===== config.mk =====
export PLATFORM = sky130hd
export DESIGN_NAME = floppy_track_buffer_refill
export DESIGN_NICKNAME = d
export VERILOG_FILES = /design/src/rtl/ftbr_pkg.sv /design/src/rtl/ftbr_ctrl.sv /design/src/rtl/ftbr_datapath.sv /design/src/rtl/floppy_track_buffer_refill.sv
export SDC_FILE = /design/constraint.sdc
export NUM_CORES = 1
export LEC_CHECK = 0
export ABC_AREA = 1
export BUFFER_PORTS_ARGS = -buffer_cell sky130_fd_sc_hd__buf_2
export CAP_MARGIN = 20
export CORE_MARGIN = 5
export CORE_UTILIZATION = 45
export CTS_CLUSTER_DIAMETER = 200
export DETAILED_ROUTE_END_ITERATION = 10
export HOLD_SLACK_MARGIN = 0.06
export SLEW_MARGIN = 25
export SYNTH_ARGS = -nofsm -noshare
export SYNTH_HDL_FRONTEND = slang
export SYNTH_SLANG_ARGS = --single-unit

===== constraint.sdc =====
create_clock -name clk -period 6.1 [get_ports clk]
set_clock_uncertainty 0.1 [all_clocks]
set_input_delay 1.22 -clock clk [delete_from_list [all_inputs] [get_ports clk]]
set_output_delay 1.22 -clock clk [all_outputs]
set_load 0.05 [all_outputs]

===== src/rtl/ftbr_pkg.sv =====
`default_nettype none

package ftbr_pkg;

    localparam int NUM_BLOCKS_DEF  = 25;
    localparam int BLOCK_BYTES_DEF = 512;

    localparam int OFF_W   = 24;
    localparam int SLOT_W  = 6;
    localparam int TRACK_W = 8;
    localparam int TAG_W   = 10;
    localparam int PTAG_W  = 9;

    localparam logic [TRACK_W-1:0] MAX_TRACK_RESET = 8'd79;
    localparam logic [TRACK_W-1:0] TRACK_RESET_TAG = 8'hff;
    localparam logic [1:0]         SIDE_RESET_TAG  = 2'd3;
    localparam logic [TAG_W-1:0]   TAG_RESET       = {TRACK_RESET_TAG, SIDE_RESET_TAG};

    localparam logic [2:0] MODE_START = 3'd0;
    localparam logic [2:0] MODE_STEP  = 3'd1;
    localparam logic [2:0] MODE_SCAN  = 3'd2;
    localparam logic [2:0] MODE_FETCH = 3'd3;
    localparam logic [2:0] MODE_STOP  = 3'd4;

    typedef struct packed {
        logic accept;
        logic start;
        logic step;
        logic stop;
        logic fail;
        logic busy;
        logic sweep_init;
        logic rd_scan;
        logic calc;
        logic mul;
        logic seek;
        logic sweep_rd;
        logic sweep_end;
        logic load_out;
    } ftbr_cmd_t;

    typedef struct packed {
        logic running;
        logic pending;
        logic out_full;
        logic scan_miss;
        logic sweep_last;
    } ftbr_stat_t;

endpackage

`default_nettype wire


===== src/rtl/ftbr_ctrl.sv =====
`default_nettype none

module ftbr_ctrl
    import ftbr_pkg::*;
(
    input  wire logic       clk,
    input  wire logic       rst_n,
    input  wire logic       in_valid,
    output logic            in_ready,
    input  wire logic [2:0] mode,
    input  wire logic       fetch_ok,
    input  wire logic       out_ready,
    input  wire ftbr_stat_t stat,
    output ftbr_cmd_t       cmd
);

    typedef enum logic [2:0] {
        S_IDLE,
        S_READ,
        S_CALC,
        S_MUL,
        S_SEEK,
        S_SWEEP,
        S_DRAIN,
        S_SWEND
    } state_t;

    state_t state_reg;
    state_t state_next;
    logic   done_next;
    logic   done_reg;

    logic fire;
    assign in_ready = (state_reg == S_IDLE) && !done_reg;
    assign fire     = in_valid && in_ready;

    always_comb
    begin
        cmd        = '0;
        state_next = state_reg;
        done_next  = done_reg;
        if (done_reg)
        begin
            if (!stat.out_full || out_ready)
            begin
                cmd.load_out = 1'b1;
                done_next    = 1'b0;
            end
        end
        else
        begin
            case (state_reg)
                S_IDLE:
                begin
                    if (fire)
                    begin
                        cmd.accept = 1'b1;
                        done_next  = 1'b1;
                        case (mode)
                            MODE_START: cmd.start = 1'b1;
                            MODE_STEP:  cmd.step  = 1'b1;
                            MODE_STOP:  cmd.stop  = 1'b1;
                            MODE_SCAN:
                            begin
                                if (stat.running && stat.pending)
                                begin
                                    cmd.busy = 1'b1;
                                end
                                else if (stat.running)
                                begin
                                    done_next  = 1'b0;
                                    state_next = S_READ;
                                end
                            end
                            MODE_FETCH:
                            begin
                                if (stat.running && stat.pending)
                                begin
                                    if (!fetch_ok)
                                    begin
                                        cmd.fail = 1'b1;
                                    end
                                    else
                                    begin
                                        cmd.sweep_init = 1'b1;
                                        done_next      = 1'b0;
                                        state_next     = S_SWEEP;
                                    end
                                end
                            end
                            default: ;
                        endcase
                    end
                end
                S_READ:
                begin
                    cmd.rd_scan = 1'b1;
                    state_next  = S_CALC;
                end
                S_CALC:
                begin
                    cmd.calc = 1'b1;
                    if (stat.scan_miss)
                    begin
                        state_next = S_MUL;
                    end
                    else
                    begin
                        done_next  = 1'b1;
                        state_next = S_IDLE;
                    end
                end
                S_MUL:
                begin
                    cmd.mul    = 1'b1;
                    state_next = S_SEEK;
                end
                S_SEEK:
                begin
                    cmd.seek   = 1'b1;
                    done_next  = 1'b1;
                    state_next = S_IDLE;
                end
                S_SWEEP:
                begin
                    cmd.sweep_rd = 1'b1;
                    if (stat.sweep_last)
                    begin
                        state_next = S_DRAIN;
                    end
                end
                S_DRAIN:
                begin
                    state_next = S_SWEND;
                end
                S_SWEND:
                begin
                    cmd.sweep_end = 1'b1;
                    done_next     = 1'b1;
                    state_next    = S_IDLE;
                end
                default:
                begin
                    state_next = S_IDLE;
                end
            endcase
        end
    end

    always_ff @(posedge clk or negedge rst_n)
    begin
        if (!rst_n)
        begin
            state_reg <= S_IDLE;
            done_reg  <= 1'b0;
        end
        else
        begin
            state_reg <= state_next;
            done_reg  <= done_next;
        end
    end

endmodule

`default_nettype wire


===== src/rtl/ftbr_datapath.sv =====
`default_nettype none

module ftbr_datapath
    import ftbr_pkg::*;
#(
    parameter int NUM_BLOCKS  = NUM_BLOCKS_DEF,
    parameter int BLOCK_BYTES = BLOCK_BYTES_DEF
)
(
    input  wire logic               clk,
    input  wire logic               rst_n,
    input  wire ftbr_cmd_t          cmd,
    output ftbr_stat_t              stat,
    input  wire logic               cfg_valid,
    input  wire logic [TRACK_W-1:0] cfg_data,
    input  wire logic               step_dir,
    input  wire logic               side_pin,
    input  wire logic               out_ready,
    output logic                    out_valid,
    output logic [TRACK_W-1:0]      head_pos,
    output logic                    track_zero_n,
    output logic                    fetch_req,
    output logic [SLOT_W-1:0]       fetch_slot,
    output logic [OFF_W-1:0]        fetch_offset,
    output logic                    seek_needed,
    output logic                    stream_on,
    output logic                    busy_res,
    output logic                    failed
);

    localparam int IDX_W  = (NUM_BLOCKS > 1) ? $clog2(NUM_BLOCKS) : 1;
    localparam int BASE_W = $clog2(512 * NUM_BLOCKS);
    localparam logic [IDX_W-1:0] LAST_IDX = IDX_W'(NUM_BLOCKS - 1);

    logic [TAG_W-1:0]      tag_mem [NUM_BLOCKS];
    logic [NUM_BLOCKS-1:0] tag_valid_reg;

    logic [TRACK_W-1:0] head_limit_reg;
    logic [TRACK_W-1:0] head_reg;
    logic [IDX_W-1:0]   scan_slot_reg;
    logic [OFF_W-1:0]   next_off_reg;
    logic               streaming_reg;
    logic               pending_reg;
    logic [PTAG_W-1:0]  ptag_reg;
    logic               running_reg;
    logic               fault_reg;
    logic               side_reg;

    logic [TAG_W-1:0]   rd_data_reg;
    logic               rd_vld_reg;
    logic               cmp_vld_reg;
    logic [IDX_W-1:0]   cnt_reg;
    logic               miss_reg;

    logic               req_reg;
    logic [IDX_W-1:0]   slot_reg;
    logic [BASE_W-1:0]  base_reg;
    logic [OFF_W-1:0]   off_reg;
    logic               seek_reg;
    logic               busy_reg;

    logic               out_valid_reg;

    logic [IDX_W-1:0]   rd_addr;
    logic [TAG_W-1:0]   eff_tag;
    logic [TAG_W-1:0]   scan_want;
    logic [TAG_W-1:0]   sweep_want;
    logic               side_bit;
    logic [BASE_W-1:0]  base_next;
    logic [OFF_W-1:0]   off_next;

    assign side_bit   = ~side_reg;
    assign rd_addr    = cmd.rd_scan ? scan_slot_reg : cnt_reg;
    assign eff_tag    = rd_vld_reg ? rd_data_reg : TAG_RESET;
    assign scan_want  = {head_reg, 1'b0, side_bit};
    assign sweep_want = {ptag_reg[PTAG_W-1:1], 1'b0, ptag_reg[0]};
    assign base_next  = BASE_W'({head_reg, side_bit}) * BASE_W'(NUM_BLOCKS)
                      + BASE_W'(scan_slot_reg);
    assign off_next   = OFF_W'(base_reg) * OFF_W'(BLOCK_BYTES);

    assign stat.running    = running_reg;
    assign stat.pending    = pending_reg;
    assign stat.out_full   = out_valid_reg;
    assign stat.scan_miss  = eff_tag != scan_want;
    assign stat.sweep_last = cnt_reg == LAST_IDX;

    always_ff @(posedge clk)
    begin
        if (cmd.rd_scan || cmd.sweep_rd)
        begin
            rd_data_reg <= tag_mem[rd_addr];
        end
        if (cmd.calc && stat.scan_miss)
        begin
            tag_mem[scan_slot_reg] <= scan_want;
        end
    end

    always_ff @(posedge clk or negedge rst_n)
    begin
        if (!rst_n)
        begin
            tag_valid_reg  <= '0;
            head_limit_reg <= MAX_TRACK_RESET;
            head_reg       <= '0;
            scan_slot_reg  <= '0;
            next_off_reg   <= '0;
            streaming_reg  <= 1'b0;
            pending_reg    <= 1'b0;
            ptag_reg       <= '0;
            running_reg    <= 1'b0;
            fault_reg      <= 1'b0;
            side_reg       <= 1'b0;
            rd_vld_reg     <= 1'b0;
            cmp_vld_reg    <= 1'b0;
            cnt_reg        <= '0;
            miss_reg       <= 1'b0;
            req_reg        <= 1'b0;
            slot_reg       <= '0;
            base_reg       <= '0;
            off_reg        <= '0;
            seek_reg       <= 1'b0;
            busy_reg       <= 1'b0;
            out_valid_reg  <= 1'b0;
            head_pos       <= '0;
            track_zero_n   <= 1'b0;
            fetch_req      <= 1'b0;
            fetch_slot     <= '0;
            fetch_offset   <= '0;
            seek_needed    <= 1'b0;
            stream_on      <= 1'b0;
            busy_res       <= 1'b0;
            failed         <= 1'b0;
        end
        else
        begin
            if (cfg_valid)
            begin
                head_limit_reg <= cfg_data;
            end
            if (cmd.accept)
            begin
                side_reg <= side_pin;
                req_reg  <= 1'b0;
                slot_reg <= '0;
                off_reg  <= '0;
                seek_reg <= 1'b0;
                busy_reg <= cmd.busy;
            end
            if (cmd.start)
            begin
                head_reg      <= '0;
                tag_valid_reg <= '0;
                scan_slot_reg <= '0;
                next_off_reg  <= '0;
                streaming_reg <= 1'b0;
                pending_reg   <= 1'b0;
                ptag_reg      <= '0;
                running_reg   <= 1'b1;
                fault_reg     <= 1'b0;
            end
            if (cmd.step)
            begin
                if (!step_dir && (head_reg < head_limit_reg))
                begin
                    head_reg <= head_reg + 1'b1;
                end
                else if (step_dir && (head_reg != '0))
                begin
                    head_reg <= head_reg - 1'b1;
                end
            end
            if (cmd.stop)
            begin
                running_reg   <= 1'b0;
                streaming_reg <= 1'b0;
                pending_reg   <= 1'b0;
            end
            if (cmd.fail)
            begin
                fault_reg     <= 1'b1;
                running_reg   <= 1'b0;
                streaming_reg <= 1'b0;
                pending_reg   <= 1'b0;
            end
            if (cmd.rd_scan || cmd.sweep_rd)
            begin
                rd_vld_reg <= tag_valid_reg[rd_addr];
            end
            if (cmd.calc)
            begin
                scan_slot_reg <= (scan_slot_reg == LAST_IDX) ? '0 : scan_slot_reg + 1'b1;
                if (stat.scan_miss)
                begin
                    tag_valid_reg[scan_slot_reg] <= 1'b1;
                    req_reg       <= 1'b1;
                    slot_reg      <= scan_slot_reg;
                    base_reg      <= base_next;
                    streaming_reg <= 1'b0;
                    pending_reg   <= 1'b1;
                    ptag_reg      <= {head_reg, side_bit};
                end
            end
            if (cmd.mul)
            begin
                off_reg <= off_next;
            end
            if (cmd.seek)
            begin
                seek_reg     <= off_reg != next_off_reg;
                next_off_reg <= off_reg + OFF_W'(BLOCK_BYTES);
            end
            if (cmd.sweep_init)
            begin
                pending_reg <= 1'b0;
                cnt_reg     <= '0;
                miss_reg    <= 1'b0;
            end
            if (cmd.sweep_rd)
            begin
                cnt_reg <= cnt_reg + 1'b1;
            end
            cmp_vld_reg <= cmd.sweep_rd;
            if (cmp_vld_reg && (eff_tag != sweep_want))
            begin
                miss_reg <= 1'b1;
            end
            if (cmd.sweep_end)
            begin
                streaming_reg <= !miss_reg;
            end
            if (cmd.load_out)
            begin
                out_valid_reg <= 1'b1;
                head_pos      <= head_reg;
                track_zero_n  <= head_reg != '0;
                fetch_req     <= req_reg;
                fetch_slot    <= SLOT_W'(slot_reg);
                fetch_offset  <= off_reg;
                seek_needed   <= seek_reg;
                stream_on     <= streaming_reg;
                busy_res      <= busy_reg;
                failed        <= fault_reg;
            end
            else if (out_ready)
            begin
                out_valid_reg <= 1'b0;
            end
        end
    end

    assign out_valid = out_valid_reg;

    a_pending_running: assert property (@(posedge clk) disable iff (!rst_n)
        pending_reg |-> running_reg)
        else $error("fetch outstanding while not running");

    a_stream_idle: assert property (@(posedge clk) disable iff (!rst_n)
        streaming_reg |-> !pending_reg)
        else $error("streaming with a fetch outstanding");

    a_fault_stopped: assert property (@(posedge clk) disable iff (!rst_n)
        fault_reg |-> !running_reg)
        else $error("running after a failed fetch");

    a_slot_range: assert property (@(posedge clk) disable iff (!rst_n)
        32'(scan_slot_reg) < NUM_BLOCKS)
        else $error("scan slot out of range");

    a_load_free: assert property (@(posedge clk) disable iff (!rst_n)
        cmd.load_out |-> (!out_valid_reg || out_ready))
        else $error("result overwritten before transfer");

endmodule

`default_nettype wire


===== src/rtl/floppy_track_buffer_refill.sv =====
// Floppy drive emulator core: head position tracking and track buffer refill.
// Input channel (in_valid/in_ready) carries one command per transfer: start,
// step, scan, fetch done or stop, with step_dir, side_pin and fetch_ok.
// Output channel (out_valid/out_ready) returns one result per command: head
// position, track-zero line, fetch request with slot, byte offset and seek
// flag, streaming, busy and failure flags.
// Configuration channel (cfg_valid/cfg_ready/cfg_data) sets the highest track;
// write it only while the block is idle. cfg_ready is always high.
// Start, step, stop and ignored commands go straight to their result; a scan
// reads the tag memory and compares, and on a refill goes on through the
// offset multiply and the seek compare; an accepted fetch done makes one tag
// memory read per slot. The next command is taken the cycle after its result
// is loaded. One command is in flight at a time.
// A stalled receiver holds the result in the output register; the next
// command is taken meanwhile and waits at its end for the register to free.
// Reset empties the output register, sets the highest track to 79, the head
// to track 0 and every slot tag to its unused value, with the block stopped.
`default_nettype none

module floppy_track_buffer_refill
    import ftbr_pkg::*;
#(
    parameter int NUM_BLOCKS  = NUM_BLOCKS_DEF,
    parameter int BLOCK_BYTES = BLOCK_BYTES_DEF
)
(
    input  wire logic               clk,
    input  wire logic               rst_n,
    input  wire logic               cfg_valid,
    output logic                    cfg_ready,
    input  wire logic [TRACK_W-1:0] cfg_data,
    input  wire logic               in_valid,
    output logic                    in_ready,
    input  wire logic [2:0]         mode,
    input  wire logic               step_dir,
    input  wire logic               side_pin,
    input  wire logic               fetch_ok,
    output logic                    out_valid,
    input  wire logic               out_ready,
    output logic [TRACK_W-1:0]      head_pos,
    output logic                    track_zero_n,
    output logic                    fetch_req,
    output logic [SLOT_W-1:0]       fetch_slot,
    output logic [OFF_W-1:0]        fetch_offset,
    output logic                    seek_needed,
    output logic                    stream_on,
    output logic                    busy_res,
    output logic                    failed
);

    ftbr_cmd_t  cmd;
    ftbr_stat_t stat;

    assign cfg_ready = 1'b1;

    ftbr_ctrl u_ctrl (
        .clk       (clk),
        .rst_n     (rst_n),
        .in_valid  (in_valid),
        .in_ready  (in_ready),
        .mode      (mode),
        .fetch_ok  (fetch_ok),
        .out_ready (out_ready),
        .stat      (stat),
        .cmd       (cmd)
    );

    ftbr_datapath #(
        .NUM_BLOCKS  (NUM_BLOCKS),
        .BLOCK_BYTES (BLOCK_BYTES)
    ) u_datapath (
        .clk          (clk),
        .rst_n        (rst_n),
        .cmd          (cmd),
        .stat         (stat),
        .cfg_valid    (cfg_valid),
        .cfg_data     (cfg_data),
        .step_dir     (step_dir),
        .side_pin     (side_pin),
        .out_ready    (out_ready),
        .out_valid    (out_valid),
        .head_pos     (head_pos),
        .track_zero_n (track_zero_n),
        .fetch_req    (fetch_req),
        .fetch_slot   (fetch_slot),
        .fetch_offset (fetch_offset),
        .seek_needed  (seek_needed),
        .stream_on    (stream_on),
        .busy_res     (busy_res),
        .failed       (failed)
    );

endmodule

`default_nettype wire


======== Word level (Yosys, flattened, before mapping) ========
Memories as Yosys holds them, arrays and structs flattened. A register that Yosys moved wholly into a read port is not among the register bits.
Index checks and enable logic that the tools add are counted.
operators by class
  add/subtract/negate cells ............... 6
  multiply operators ...................... 1
  magnitude comparators ................... 4
  equality and inequality tests ........... 23
  muxes and demuxes ....................... 96
  bitwise operators ....................... 3
  reductions and logical operators ........ 29
operator list
  cell                                                        number
  two-way mux 24 bit                                          4
  two-way mux 25 bit                                          3
  two-way mux 1 bit                                           56
  two-way mux 5 bit                                           9
  two-way mux 8 bit                                           4
  two-way mux 9 bit                                           3
  OR 25 bit                                                   1
  adder 24 x 10 -> 24 bit, second input constant              1
  inequality test 24 bit                                      1
  one-hot mux 3 bit (7 select lines)                          1
  inequality test 10 bit                                      2
  two-way mux 3 bit                                           6
  nonzero test 2 bit                                          8
  equality test 3 bit, second input constant                  5
  adder 14 x 5 -> 14 bit                                      1
  multiplier 9 x 5 -> 14 bit, second input constant           1
  two-way mux 7 bit                                           2
  two-way mux 13 bit                                          1
  equality test 3 x 2 -> 1 bit, second input constant         4
  less-than comparator 5 x 6 -> 1 bit, second input constant  2
  inequality test 3 bit, second input constant                4
  adder 5 x 1 -> 5 bit, second input constant                 2
  equality test 5 bit, second input constant                  2
  two-way mux 10 bit                                          1
  24 further kinds                                            38
word-level totals
  register bits after elaboration ......... 196
  bits in writable memories ............... 225
  bits of input ports ..................... 19
  output and inout port bits .............. 47
  word-level logic and storage cells ...... 197
  memories ................................ 1
memory list
  name                words  width  rd ports  clocked after memory_dff  write ports  line                 text
  u_datapath.tag_mem  25     9      1         1                         1            ftbr_datapath.sv:35  logic [TAG_W-1:0] tag_mem [NUM_BLOCKS];

======== Depth between registers and ports, before layout ========
  depth after elaboration ................. 12
  depth in mapped cells ................... 18
  gate-level depth less buffers ........... 18

======== Hierarchy ========
A second synthesis with hierarchy kept.
second synthesis, totals
  cells, all modules ...................... 1956
  area, all modules ....................... 18798.0 µm²
modules (own cells, without submodules)
  module                      times used  cells each  area each (µm²)  sequential area each (µm²)
  ftbr_datapath               1           1874        18290.0          10861.7
  ftbr_ctrl                   1           80          496.7            100.1
  floppy_track_buffer_refill  1           2           11.3             0.0

======== Least setup slack after synthesis ========
Ideal clock, no wire load.
  kind .................................... reg2reg
  from .................................... register u_datapath.head_reg[1]
  to ...................................... register u_datapath.base_reg[10]
  setup time .............................. 0.116 ns
  data arrival time ....................... 3.560 ns
  data required time ...................... 5.884 ns
  path slack .............................. 2.323 ns
  cell stages (with the launch flop) ...... 17
  buffers on the path ..................... 0
  period minus slack after synthesis ...... 3.777 ns
  cells stage by stage .................... dfrtp_1 inv_1 ha_1 fa_1 inv_1 fa_1 inv_1 ha_1 inv_1 o31ai_1 nand2_1 nand2_1 a21oi_1 nor2_1 nor2_1 nand2_1 nand2_1
on the way
  word-level cells in the longest chain between the ends .. 2
  elaborated cells between the ends (all ways) .. 4
  classes of those cells .................. add/sub: 1; mul: 1; eq/ne: 1; reduce/logical: 1
RTL lines
  item                                                                  line                                      text
  from (decl)                                                           ftbr_datapath.sv:39                       logic [TRACK_W-1:0] head_reg;
  from (signal assigned)                                                ftbr_datapath.sv:166                      head_reg <= head_reg + 1'b1;
  from (signal assigned)                                                ftbr_datapath.sv:170                      head_reg <= head_reg - 1'b1;
  multiplier 9 x 5 -> 14 bit or inequality test 10 bit (tied branches)  ftbr_datapath.sv:77, ftbr_datapath.sv:84
  adder 14 x 5 -> 14 bit or AND reduction 2 bit (tied branches)         --
  to (signal assigned)                                                  ftbr_datapath.sv:198                      base_reg <= base_next;
  to (decl)                                                             ftbr_datapath.sv:57                       logic [BASE_W-1:0] base_reg;
Several ways; a longest one is shown, not always the timed one.
A chain may end at the register's enable or synchronous reset.

======== Worst setup path in the final report ========
  from .................................... register u_datapath.head_reg[0]
  to ...................................... register u_datapath.base_reg[10]
Same word-level chain as after synthesis.

==> impl_metrics.csv <==
group,metric,value,unit
yosys,synthFlopType,"edfxtp_1",
min_path,hp-class,"reg2reg",
worst_setup_path,cp-start-kind,"flip-flop",
global_route,grt_overflow_total,0,
yosys,synth_top_family_by_area,"simple AND/OR/NAND/NOR gates",
global_route,grt_max_degree,83,
clock_network,cts_buffer_depth,3,
worst_setup_path,critical_path_buf_inv_count,5,
power,combPwrFrac,0.418,
clock_network,postCtsHoldBufs,0,
cells_and_area,drive_above_1_share,0.0850,
floorplanning,start_util,0.456,
yosys,synth_top_area_cell,"edfxtp_1",
worst_setup_path,criticalPathCategory,"reg2reg",
cells_and_area,fin_nets,2054,
worst_setup_path,cp-end-kind,"flip-flop",
run_status,status,"completed",
floorplanning,ios,66,
worst_setup_path,worstPathRequired,6460,ps
yosys,yosys.area.top_type_share,0.376,
timing,hold_viol,0,
timing,slew_violations,0,
routing,routedWlPerCell,18.5,µm
worst_setup_path,r2r_start,"u_datapath.head_reg[0]",
power,p_per_area,522,nW/µm²
timing,period_minus_slack,3860,ps
place,numPortBuffers,53,
global_route,grt_pass1_vias,13200,
worst_setup_path,cpPeakStageDelay,540,ps
clock_network,clk_pin_slew,60,ps
yosys,syn_area,18700,µm²
worst_setup_path,slowest_stage,"fa_1",
yosys,synth_common_cells,"nand2_1 (636), edfxtp_1 (234), nand3_1 (203)",
clock_network,cts_buffers,43,
routing,vias,13400,
clock_network,cts_tree,"done",
yosys,synth_compound_area_frac,0.0721,
global_route,grt_usage,0.209,
power,clock_power_share,0.240,
yosys,yosys.area_share.adder,0.0496,
global_route,grt_pass1_wl,75300,µm
cells_and_area,area_growth,10.8,%
timing,slew_headroom,0.283,
yosys,yosysUniqueCellTypes,54,
clock_network,cts_root_buf,"clkbuf_16",
floorplanning,rows,74,
yosys,avgSynthCellArea,9.68,µm²
power,p_sw,4.59,mW
power,swShare,0.425,
yosys,muxShareOfSynthArea,0,
cells_and_area,largest_reg_flops,225,
floorplanning,coreArea,41000,µm²
routing,dr.first_iter.drc_count,1268,
power,p_leak,9.21,nW
yosys,syn_inst,1931,
timing,clock.fmax,259,MHz
worst_setup_path,path_common_cell,"nand2_1",
global_route,grt_antenna_before_repair,1,
routing,dr.pass1.iters,8,
floorplanning,die_y,214,µm
job,maxCapViolations,0,
min_path,holdPathStages,2,
worst_setup_path,r2r-end,"u_datapath.base_reg[10]",
worst_setup_path,cp_cell_sequence,"buf_4, inv_2, ha_1, fa_1, inv_1, fa_1, inv_1, ha_1, inv_1, o31ai_1, nand2_1, nand2_1, a21oi_1, nor2_1, nor2_1, nand2_1, nand2_1",
worst_setup_path,crit_arrival,4220,ps
yosys,yosysSeqAreaShare,0.586,
yosys,synth_simple_gate_area_frac,0.211,
yosys,synth-seq-cells,391,
timing,grt_setup_unrepaired,"no",
floorplanning,die_area,45700,µm²
cells_and_area,diodes,0,
yosys,yosysMostFrequentCell,"nand2_1",
worst_setup_path,startpoint,"u_datapath.head_reg[0]",
worst_setup_path,reg2reg_depth,17,
clock_network,clkLatencyLatePin,570,ps
floorplanning,die_x,214,µm
worst_setup_path,cp_max_fo,35,
power,ir_drop,0.267,mV
timing,setup_viol,0,
yosys,synth_edf_count,234,
yosys,synth.area.top_cells,"edfxtp_1 (38%), dfrtp_1 (20%), nand2_1 (13%), nand3_1 (5.4%), ha_1 (4.2%)",
worst_setup_path,cp_top_family,"adder cells",
power,seqPwrFrac,0.342,
place,dp_hpwl,29900,µm
clock_network,cts_setup_buffers,0,
cells_and_area,fillers,3788,
min_path,hold_end,"u_datapath.seek_needed",
min_path,worstHoldStart,"u_datapath.seek_reg",
clock_network,htree_num_levels,2,
clock_network,cts_resized,0,
timing,tightestPinTransition,1070,ps
worst_setup_path,regToRegSetupSlack,2240,ps
yosys,yosys_warnings,0,
routing,drtAntennaViolNets,0,
yosys,async_reset_ff_frac,0.402,
routing,wirelength,46700,µm
yosys,synthXorXnorAreaFrac,0.0183,
power,p_total,10.8,mW
timing,fin_tns_setup,0,ps
clock_network,cts_num_sinks,391,
timing,fin_crit_sh,0.633,
routing,drc,0,
place,gp_congestion,0.898,
power,intPower,6.21,mW
routing,via_per_inst,5.29,
==> cell usage in the layout, fill, tap and decap left out, types with 6 or more instances in the layout <==
cell type    n
a21o_1      18
a21oi_1     32
buf_2       52
buf_4       20
clkbuf_1    16
clkbuf_16   44
clkbuf_8     6
clkinv_1     6
conb_1      12
dfrtp_1    152
edfxtp_1   234
fa_1         7
ha_1        63
inv_1      156
nand2_1    631
nand2_2      6
nand3_1    203
nand4_1      9
nor2_1      55
nor2_2       7
nor3_1      12
o211ai_1    21
o21ai_0     96
o21ai_1     16
o22ai_1     23
o31ai_1      6
xnor2_1     12
xor2_1      27
==> layer usage <==
metal | part of all wire | track usage | wire length, µm | vias to the layer above
met3 | 0.046 | 0.0260 | 2170 | 56
met1 | 0.47 | 0.306 | 22000 | 6510
met2 | 0.46 | 0.331 | 21700 | 304
met5 | 0 | 0 | 0 | -
li1 | - | - | - | 6509
met4 | 0.019 | 0.0570 | 880 | 0
==> stage by stage <==
step	utilization	hold slack [ps]	setup slack (ps)	cell area [µm²]	std cells
after floorplan	-	340	2320	18700	1941
after global placement	0.470	355	2280	19300	2452
after detailed placement	0.471	359	2230	19300	2452
after global routing	0.505	404	1930	20700	2531
after CTS	0.505	373	2230	20700	2531
final	0.505	370	2240	20700	2531
==> worst min-delay path: stages, from the launching register on <==
cell and delay [ps]:
dfrtp_1 340, nand2_1 50, nand2_1 40
==> how the worst max path moves through the flow <==
stage	end	cells after the start	slack (ps)
after floorplan	u_datapath.base_reg[10]	16	2320
after global placement	u_datapath.base_reg[10]	17	2280
after detailed placement	u_datapath.base_reg[10]	17	2230
after CTS	u_datapath.base_reg[10]	17	2230
after global routing	u_datapath.base_reg[10]	17	1930
final	u_datapath.base_reg[10]	17	2240
==> power by group through the flow <==
stage                     logic, mW  registers [mW]  clock network, mW
after floorplan                3.08            3.95                  0
after global placement         4.46            3.73                  0
after detailed placement       4.50            3.74                  0
after CTS                      4.54            3.69               2.64
after global routing           5.08            3.74               2.75
final                          4.52            3.69               2.59
==> final cells by class <==
cell class	count	area (µm²)	share of cell area
sequential	391	11000	0.529
clock buffer	66	1240	0.0600
timing repair buffer	73	422	0.0204
inverter	162	608	0.0294
tap	532	666	0.0321
clock inverter	13	165	0.00797
multi-input combinational	1294	6650	0.321
==> cell families (layout without fill, tap and decap cells) <==
kind of cell               count (synthesis)  count (layout)
buffers and inverters                    256             314
DFF                                      391             391
adders and majority gates                 70              70
other                                      2              12
and+or+nand+nor                          943             943
AOI/OAI and AO/OA                        230             230
xor gates and xnor gates                  39              39
Power figures use the tool's default switching activity.
